<file path="config.mk">
export PLATFORM = sky130hd
export DESIGN_NAME = sorted_priority_queue_unit
export DESIGN_NICKNAME = d
export VERILOG_FILES = /design/src/design/spq_pkg.sv /design/src/design/sorted_priority_queue_unit.sv /design/src/design/spq_cell.sv
export VERILOG_INCLUDE_DIRS = /design/src /design/src/design
export SDC_FILE = /design/constraint.sdc
export NUM_CORES = 2
export LEC_CHECK = 0
export ABC_AREA = 1
export BUFFER_PORTS_ARGS = -buffer_cell sky130_fd_sc_hd__buf_2
export CORE_UTILIZATION = 40
export DETAILED_ROUTE_END_ITERATION = 6
export PLACE_DENSITY_LB_ADDON = 0.25
export SLEW_MARGIN = 20
export SYNTH_ARGS = -nofsm -noshare
export SYNTH_HDL_FRONTEND = slang
export SYNTH_SLANG_ARGS = --single-unit
export TNS_END_PERCENT = 10
</file>
<file path="constraint.sdc">
create_clock -name clk -period 16.9 [get_ports clk]
set_input_delay 0.845 -clock clk [delete_from_list [all_inputs] [get_ports clk]]
set_output_delay 0.845 -clock clk [all_outputs]
set_load 0.02 [all_outputs]
</file>
<file path="src/design/assert_macros.svh">
// Assertion macros included by the sorted priority queue top level.
`ifndef ASSERT_MACROS_SVH
`define ASSERT_MACROS_SVH
`ifndef SYNTHESIS
// Same-cycle implication, sampled on clk, off during reset.
`define SPQ_ASSERT_SAME(lbl, ante, cons, msg) \
    lbl: assert property (@(posedge clk) disable iff (!rst_n) (ante) |-> (cons)) \
        else $error(msg);
// Next-cycle implication, sampled on clk, off during reset.
`define SPQ_ASSERT_NEXT(lbl, ante, cons, msg) \
    lbl: assert property (@(posedge clk) disable iff (!rst_n) (ante) |=> (cons)) \
        else $error(msg);
`else
`define SPQ_ASSERT_SAME(lbl, ante, cons, msg)
`define SPQ_ASSERT_NEXT(lbl, ante, cons, msg)
`endif
`endif

</file>
<file path="src/design/spq_pkg.sv">
// Package: sizes, codes and word types of the sorted priority queue.
package spq_pkg;

    localparam int DEPTH         = 16;
    localparam int PAYLOAD_BITS  = 32;
    localparam int PRIORITY_BITS = 8;
    localparam int COUNT_BITS    = $clog2(DEPTH + 1);
    localparam int CFG_BITS      = 8;
    localparam int CFG_IDX_BITS  = 2;

    localparam logic [1:0] CMD_ENQUEUE     = 2'd0;
    localparam logic [1:0] CMD_REMOVE_HEAD = 2'd1;
    localparam logic [1:0] CMD_REMOVE_EQ   = 2'd2;
    localparam logic [1:0] CMD_REMOVE_GE   = 2'd3;

    localparam logic [1:0] ST_OK    = 2'd0;
    localparam logic [1:0] ST_LIMIT = 2'd1;
    localparam logic [1:0] ST_FULL  = 2'd2;
    localparam logic [1:0] ST_NONE  = 2'd3;

    localparam logic [CFG_IDX_BITS-1:0] REG_LOW_LIMIT  = CFG_IDX_BITS'(0);
    localparam logic [CFG_IDX_BITS-1:0] REG_HIGH_LIMIT = CFG_IDX_BITS'(1);

    typedef struct packed {
        logic [1:0]               command;
        logic [PRIORITY_BITS-1:0] priority_req;
        logic [PAYLOAD_BITS-1:0]  payload;
    } spq_request_t;

    typedef struct packed {
        logic [1:0]               status;
        logic [PRIORITY_BITS-1:0] out_priority;
        logic [PAYLOAD_BITS-1:0]  out_payload;
        logic [COUNT_BITS-1:0]    occupancy;
        logic                     is_empty;
    } spq_result_t;

    typedef struct packed {
        logic [PRIORITY_BITS-1:0] prio;
        logic [PAYLOAD_BITS-1:0]  data;
    } spq_entry_t;

    // Broadcast from the controller to every cell.
    typedef struct packed {
        logic                     enq_go;
        logic                     rem_go;
        logic [1:0]               command;
        spq_entry_t               req;
    } spq_ctrl_t;

    // Compare results of one cell, seen by its neighbors and the controller.
    typedef struct packed {
        logic gt;
        logic eq;
        logic ge;
        logic sel;
    } spq_flags_t;

endpackage

</file>
<file path="src/design/sorted_priority_queue_unit.sv">
// Top level: sorted priority queue built as a chain of compare-and-shift cells.
//
// The queue takes one command in every clock cycle: busy stays low, and the result word
// for a command accepted at one edge is on result for the following cycle, marked by done.
// Every cell compares its own entry with the request in parallel and loads the request
// or its left or right neighbor's entry, so each command, enqueue or removal, completes
// at its accepting edge, at one command per cycle. The receiver cannot stall.
// Configuration writes on cfg_write are registered; slot contents are undefined until
// written and only slots below the occupancy count are ever read.
module sorted_priority_queue_unit
    import spq_pkg::*;
(
    input  logic                    clk,
    input  logic                    rst_n,
    input  logic                    start,
    output logic                    busy,
    input  spq_request_t            request,
    output logic                    done,
    output spq_result_t             result,
    input  logic                    cfg_write,
    input  logic [CFG_IDX_BITS-1:0] cfg_index,
    input  logic [CFG_BITS-1:0]     cfg_data
);

    logic [PRIORITY_BITS-1:0] low_limit_reg;
    logic [PRIORITY_BITS-1:0] high_limit_reg;
    logic [COUNT_BITS-1:0]    count_reg;
    logic [COUNT_BITS-1:0]    count_next;
    logic                     done_reg;
    spq_result_t              result_reg;
    spq_result_t              result_next;

    logic                     accept;
    logic                     in_limits;
    logic                     found;
    spq_ctrl_t                ctrl;
    spq_entry_t               entries [DEPTH];
    spq_flags_t               flags   [DEPTH];
    logic [DEPTH-1:0]         occ;
    logic [DEPTH-1:0]         eq_vec;
    logic [DEPTH-1:0]         sel_vec;
    spq_entry_t               removed;

    assign busy   = 1'b0;
    assign accept = start && !busy;

    assign in_limits = (request.priority_req >= low_limit_reg)
                    && (request.priority_req <= high_limit_reg);

    always_comb
    begin
        case (request.command)
            CMD_REMOVE_HEAD: found = (count_reg != '0);
            CMD_REMOVE_EQ:   found = |eq_vec;
            CMD_REMOVE_GE:   found = flags[0].ge;
            default:         found = 1'b0;
        endcase
    end

    assign ctrl.command  = request.command;
    assign ctrl.req.prio = request.priority_req;
    assign ctrl.req.data = request.payload;
    assign ctrl.enq_go   = accept && (request.command == CMD_ENQUEUE) && in_limits
                        && (count_reg < COUNT_BITS'(DEPTH));
    assign ctrl.rem_go   = accept && (request.command != CMD_ENQUEUE) && found;

    genvar k;
    generate
        for (k = 0; k < DEPTH; k++)
        begin : g_cell
            assign occ[k]     = COUNT_BITS'(k) < count_reg;
            assign eq_vec[k]  = flags[k].eq;
            assign sel_vec[k] = flags[k].sel;

            if (k == 0)
            begin : g_first
                spq_cell u_cell (
                    .clk         (clk),
                    .ctrl        (ctrl),
                    .occ         (occ[k]),
                    .head        (1'b1),
                    .left_gt     (1'b1),
                    .left_eq     (1'b0),
                    .right_ge    (flags[k+1].ge),
                    .left_entry  (ctrl.req),
                    .right_entry (entries[k+1]),
                    .entry       (entries[k]),
                    .flags       (flags[k])
                );
            end
            else if (k == DEPTH - 1)
            begin : g_last
                spq_cell u_cell (
                    .clk         (clk),
                    .ctrl        (ctrl),
                    .occ         (occ[k]),
                    .head        (1'b0),
                    .left_gt     (flags[k-1].gt),
                    .left_eq     (flags[k-1].eq),
                    .right_ge    (1'b0),
                    .left_entry  (entries[k-1]),
                    .right_entry ('0),
                    .entry       (entries[k]),
                    .flags       (flags[k])
                );
            end
            else
            begin : g_mid
                spq_cell u_cell (
                    .clk         (clk),
                    .ctrl        (ctrl),
                    .occ         (occ[k]),
                    .head        (1'b0),
                    .left_gt     (flags[k-1].gt),
                    .left_eq     (flags[k-1].eq),
                    .right_ge    (flags[k+1].ge),
                    .left_entry  (entries[k-1]),
                    .right_entry (entries[k+1]),
                    .entry       (entries[k]),
                    .flags       (flags[k])
                );
            end
        end
    endgenerate

    // select the removed word: at most one cell raises sel
    always_comb
    begin
        removed = '0;
        for (int i = 0; i < DEPTH; i++)
        begin
            if (sel_vec[i])
            begin
                removed = removed | entries[i];
            end
        end
    end

    always_comb
    begin
        count_next = count_reg;
        if (ctrl.enq_go)
        begin
            count_next = count_reg + COUNT_BITS'(1);
        end
        else if (ctrl.rem_go)
        begin
            count_next = count_reg - COUNT_BITS'(1);
        end
    end

    always_comb
    begin
        result_next              = '0;
        result_next.occupancy    = count_next;
        result_next.is_empty     = (count_next == '0);
        if (request.command == CMD_ENQUEUE)
        begin
            if (!in_limits)
            begin
                result_next.status = ST_LIMIT;
            end
            else if (!ctrl.enq_go)
            begin
                result_next.status = ST_FULL;
            end
            else
            begin
                result_next.status = ST_OK;
            end
        end
        else if (found)
        begin
            result_next.status       = ST_OK;
            result_next.out_priority = removed.prio;
            result_next.out_payload  = removed.data;
        end
        else
        begin
            result_next.status = ST_NONE;
        end
    end

    always_ff @(posedge clk or negedge rst_n)
    begin
        if (!rst_n)
        begin
            low_limit_reg  <= '0;
            high_limit_reg <= '1;
            count_reg      <= '0;
            done_reg       <= 1'b0;
        end
        else
        begin
            if (cfg_write && (cfg_index == REG_LOW_LIMIT))
            begin
                low_limit_reg <= cfg_data[PRIORITY_BITS-1:0];
            end
            if (cfg_write && (cfg_index == REG_HIGH_LIMIT))
            begin
                high_limit_reg <= cfg_data[PRIORITY_BITS-1:0];
            end
            if (accept)
            begin
                count_reg <= count_next;
            end
            done_reg <= accept;
        end
    end

    always_ff @(posedge clk)
    begin
        if (accept)
        begin
            result_reg <= result_next;
        end
    end

    assign done   = done_reg;
    assign result = result_reg;

    `include "assert_macros.svh"

    `SPQ_ASSERT_SAME(a_count_bound, 1'b1, count_reg <= COUNT_BITS'(DEPTH), "count above depth")
    `SPQ_ASSERT_NEXT(a_done_follows, accept, done, "accepted command gave no result")
    `SPQ_ASSERT_NEXT(a_no_stray_done, !accept, !done, "result without a command")
    `SPQ_ASSERT_SAME(a_empty_flag, done, result.is_empty == (result.occupancy == '0), "empty flag")
    `SPQ_ASSERT_SAME(a_one_select, 1'b1, $onehot0(sel_vec), "more than one cell selected")
    `SPQ_ASSERT_NEXT(a_enq_count, ctrl.enq_go, count_reg == $past(count_reg) + COUNT_BITS'(1), "enqueue count")

endmodule

</file>
<file path="src/design/spq_cell.sv">
// One slot of the sorted chain: compare against the request and shift.
module spq_cell
    import spq_pkg::*;
(
    input  logic       clk,
    input  spq_ctrl_t  ctrl,
    input  logic       occ,
    input  logic       head,
    input  logic       left_gt,
    input  logic       left_eq,
    input  logic       right_ge,
    input  spq_entry_t left_entry,
    input  spq_entry_t right_entry,
    output spq_entry_t entry,
    output spq_flags_t flags
);

    spq_entry_t entry_reg;
    spq_entry_t entry_next;
    logic       gt;
    logic       eq;
    logic       ge;
    logic       sel;
    logic       shift_out;

    assign gt = occ && (entry_reg.prio > ctrl.req.prio);
    assign eq = occ && (entry_reg.prio == ctrl.req.prio);
    assign ge = occ && (entry_reg.prio >= ctrl.req.prio);

    always_comb
    begin
        case (ctrl.command)
            CMD_REMOVE_HEAD:
            begin
                sel       = head && occ;
                shift_out = 1'b1;
            end
            CMD_REMOVE_EQ:
            begin
                // equal entries are contiguous: the first one follows a non-match
                sel       = eq && !left_eq;
                shift_out = !gt;
            end
            CMD_REMOVE_GE:
            begin
                // entries at or above the threshold form a prefix: take its end
                sel       = ge && !right_ge;
                shift_out = !right_ge;
            end
            default:
            begin
                sel       = 1'b0;
                shift_out = 1'b0;
            end
        endcase
    end

    assign flags.gt  = gt;
    assign flags.eq  = eq;
    assign flags.ge  = ge;
    assign flags.sel = sel;

    always_comb
    begin
        entry_next = entry_reg;
        if (ctrl.enq_go && !gt)
        begin
            entry_next = left_gt ? ctrl.req : left_entry;
        end
        else if (ctrl.rem_go && shift_out)
        begin
            entry_next = right_entry;
        end
    end

    always_ff @(posedge clk)
    begin
        entry_reg <= entry_next;
    end

    assign entry = entry_reg;

endmodule
</file>
==> impl_metrics.ini <==
[critical_path]
cp_cell_sequence = buf_2, inv_1, ha_1, nand2_1, inv_1, nand2_1, nor2_1, nand3_1, nand3_1, nor2_1, nand2_1, nand2_1, nand3_2, nand2_2, a21oi_1, a2bb2oi_4, buf_4
r2r_start = g_cell[5].g_mid.u_cell.entry[33]$_DFFE_PP_
critical_path_class = in2reg
max_stage_delay_ns = 0.67
rr_worst_depth = 15
regToRegEndpoint = g_cell[11].g_mid.u_cell.entry[12]$_DFFE_PP_
critPathMaxFanout = 26
crit_top_cell = nand2_1
reg2reg_slack_ns = 12.19
crit_start = request[37]
worst_ep_arrival_time_ns = 5.89
cp-start-kind = primary input
cpMaxStageDelayCell = inv_1
worst_ep_required_time_ns = 17.21
worstSetupEndpoint = g_cell[11].g_mid.u_cell.entry[12]$_DFFE_PP_
crit_path_end_kind = flip-flop

[route]
ant_nets = 0
drt_wl_total_mm = 187
dr.pass1.iters = 7
vias = 41400
drt_iter0_markers = 6343
wire_per_inst_um = 27.1
drc_errors = 6
viasPerCell = 5.99

[cts]
clockRootBuffer = clkbuf_16
postCtsSetupBuffers = 0
clk_latency_ns = 0.69
cts_buffer_depth = 3
path_clk_slew_ns = 0.06
clock_sinks = 710
htreeDepth = 3
cts_tree = done
post_cts_resized = 0
cts-hold-fix-buffers = 0
cts_buffers = 82

[sta]
skew_ns = 0.0485
drv_slew = 0
postLayoutSetupSlackWorst_ns = 11.32
hold_slack_ns = 0.156
fin_crit_sh_pct = 33.0
tns_ns = 0
layout_min_cycle_time_ns = 5.58
hold_viol_final = 0
setup_violations = 0
relSlewSlack_pct = 18.3
worst_slew_pin_slew_ns = 1.22
rsz0062_at_grt = false
fmax_mhz = 179

[floorplan]
die_y_um = 331
die_x_um = 331
design.die.area_um2 = 110000
floorplan.initialDensity_pct = 40.4
core_um2 = 107000
io_pins = 106
rows = 120

[power_and_ir_drop]
max-vdd-ir-drop_uv = 87.6
p_total_mw = 5.91
leakage_nw = 19.3
p_per_area_nw_per_um2 = 123

[synthesis]
ys_ff_latch = 710
synthDistinctLibCells = 43
avgSynthCellArea_um2 = 7.81
seq_area_frac_synth_pct = 49.0
syn_nets = 5752
yosys-top-cells-area = edfxtp_1 (48%), nand2_1 (18%), a31oi_1 (7.1%)
synthDominantCellAreaShare_pct = 47.7
yosysWarningCount = 0
synthCells = 5548
synthesis.area_um2 = 43300
netlist.top_cell.by_area = edfxtp_1

[global_routing]
grt_max_degree = 82
grtUsageMet1_pct = 46.4
grt_use_total_pct = 33.7
globalRouteMet2Util_pct = 49.6
overflow = 0
grt_pass1_wl_mm = 268
antenna_found_initial = 11
busiest_layer = met2
grt_pass1_vias = 37900
use_met3_pct = 8.50

[final_layout]
finalNonFillerCells = 6918
drive_above_1_share_pct = 7.35
fin_util_pct = 44.7
syn2layout_area_growth_pct = 10.6
nNetsFinal = 5646
design_area_um2 = 47900
largest_reg_flops = 560

[flow_run]
maxCapViolations = 0

[placed_design]
dp_cells = 6761
place_area_um2 = 45200
hpwl_mm = 119
gp_congestion = 0.982
pre_cts_ws_ns = 10.81
io_buffers = 104

[outcome]
status = finished with violations
failed_checks = design-rule violations

[min_path]
hold_path.class = in2async
## Yosys cell counts (all sizes together)
| master | number |
|---|---|
| o22ai | 9 |
| conb | 1 |
| nor4 | 1 |
| a21oi | 151 |
| dfstp | 8 |
| inv | 267 |
| o2111ai | 1 |
| nand4 | 23 |
| nand3 | 152 |
| xor2 | 4 |
| o21a | 9 |
| a31oi | 491 |
| edfxtp | 688 |
| o21bai | 3 |
| or2 | 15 |
| nand3b | 17 |
| o21ai | 205 |
| ha | 148 |
| nand2 | 2129 |
| dfrtp | 14 |
| o211ai | 64 |
| o32ai | 2 |
| nor3 | 5 |
| nor3b | 1 |
| buf | 126 |
| nor2 | 756 |
| and2 | 1 |
| a2bb2oi | 6 |
| clkinv | 2 |
| clkbuf | 249 |
## layout make-up
class | instances | area, µm²
Clock buffer | 105 | 2220
Antenna cell | 7 | 17.5
Fill cell | 10700 | 59300
Multi-Input combinational cell | 4194 | 20100
Timing Repair Buffer | 185 | 1150
Clock inverter | 45 | 474
Tap cell | 1403 | 1760
Sequential cell | 710 | 21200
Inverter | 269 | 1010
## how the worst min path moves through the flow
| stage | startpoint | end | depth (start not counted) |
|---|---|---|---|
| 2_1_floorplan | low_limit_reg[1]$_DFFE_PN0P_ | low_limit_reg[1]$_DFFE_PN0P_ | 2 |
| 3_3_place_gp | low_limit_reg[3]$_DFFE_PN0P_ | low_limit_reg[3]$_DFFE_PN0P_ | 2 |
| 3_5_place_dp | low_limit_reg[3]$_DFFE_PN0P_ | low_limit_reg[3]$_DFFE_PN0P_ | 2 |
| 4_1_cts | rst_n | low_limit_reg[7]$_DFFE_PN0P_ | 1 |
| 5_1_grt | rst_n | low_limit_reg[7]$_DFFE_PN0P_ | 1 |
| 6_report | rst_n | low_limit_reg[7]$_DFFE_PN0P_ | 1 |
## critical path: cells and delay by family
kind / cells / cell delay [ns]
buffers and inverters: 4 / 1.73
AO/OA/AOI/OAI: 2 / 1.19
AND/OR/NAND/NOR: 10 / 1.54
adder cells (fa/ha/maj): 1 / 0.55
## logic make-up (layout without fill, tap and decap cells)
kind of cell | count (synthesis) | in the layout | share of synthesized area [%]
other | 1 | 8 | 0.00865
AOI/OAI and AO/OA | 941 | 941 | 12.9
adders and majority gates | 148 | 148 | 4.27
DFF | 710 | 710 | 49.0
buffers and inverters | 644 | 604 | 5.94
and+or+nand+nor | 3100 | 3100 | 27.8
xor gates and xnor gates | 4 | 4 | 0.0808
## layout by cell type (no fill, tap or decap), drive strengths merged, types with 34 or more instances in the layout
cell type  count
buf          185
o211ai        64
clkbuf       105
ha           148
o21ai        205
a21oi        151
nand3        152
nor2         756
edfxtp       688
nand2       2129
clkinv        34
a31oi        491
inv          272
## metal layers
layer,share of wire [%],vias to the layer above,routed length (µm)
li1,-,18500,-
met1,39,19400,73800
met4,5.0,4,9320
met3,13,535,24800
met5,0.015,-,29
met2,42,2938,79300
## where the power goes
group          switching, mW  total [mW]  internal, mW
registers              0.164        2.34          2.17
clock network          0.806        1.85          1.05
logic                   1.33        1.72         0.392
total                   2.30        5.91          3.61
No activity file was read; power rests on OpenSTA's default activity.
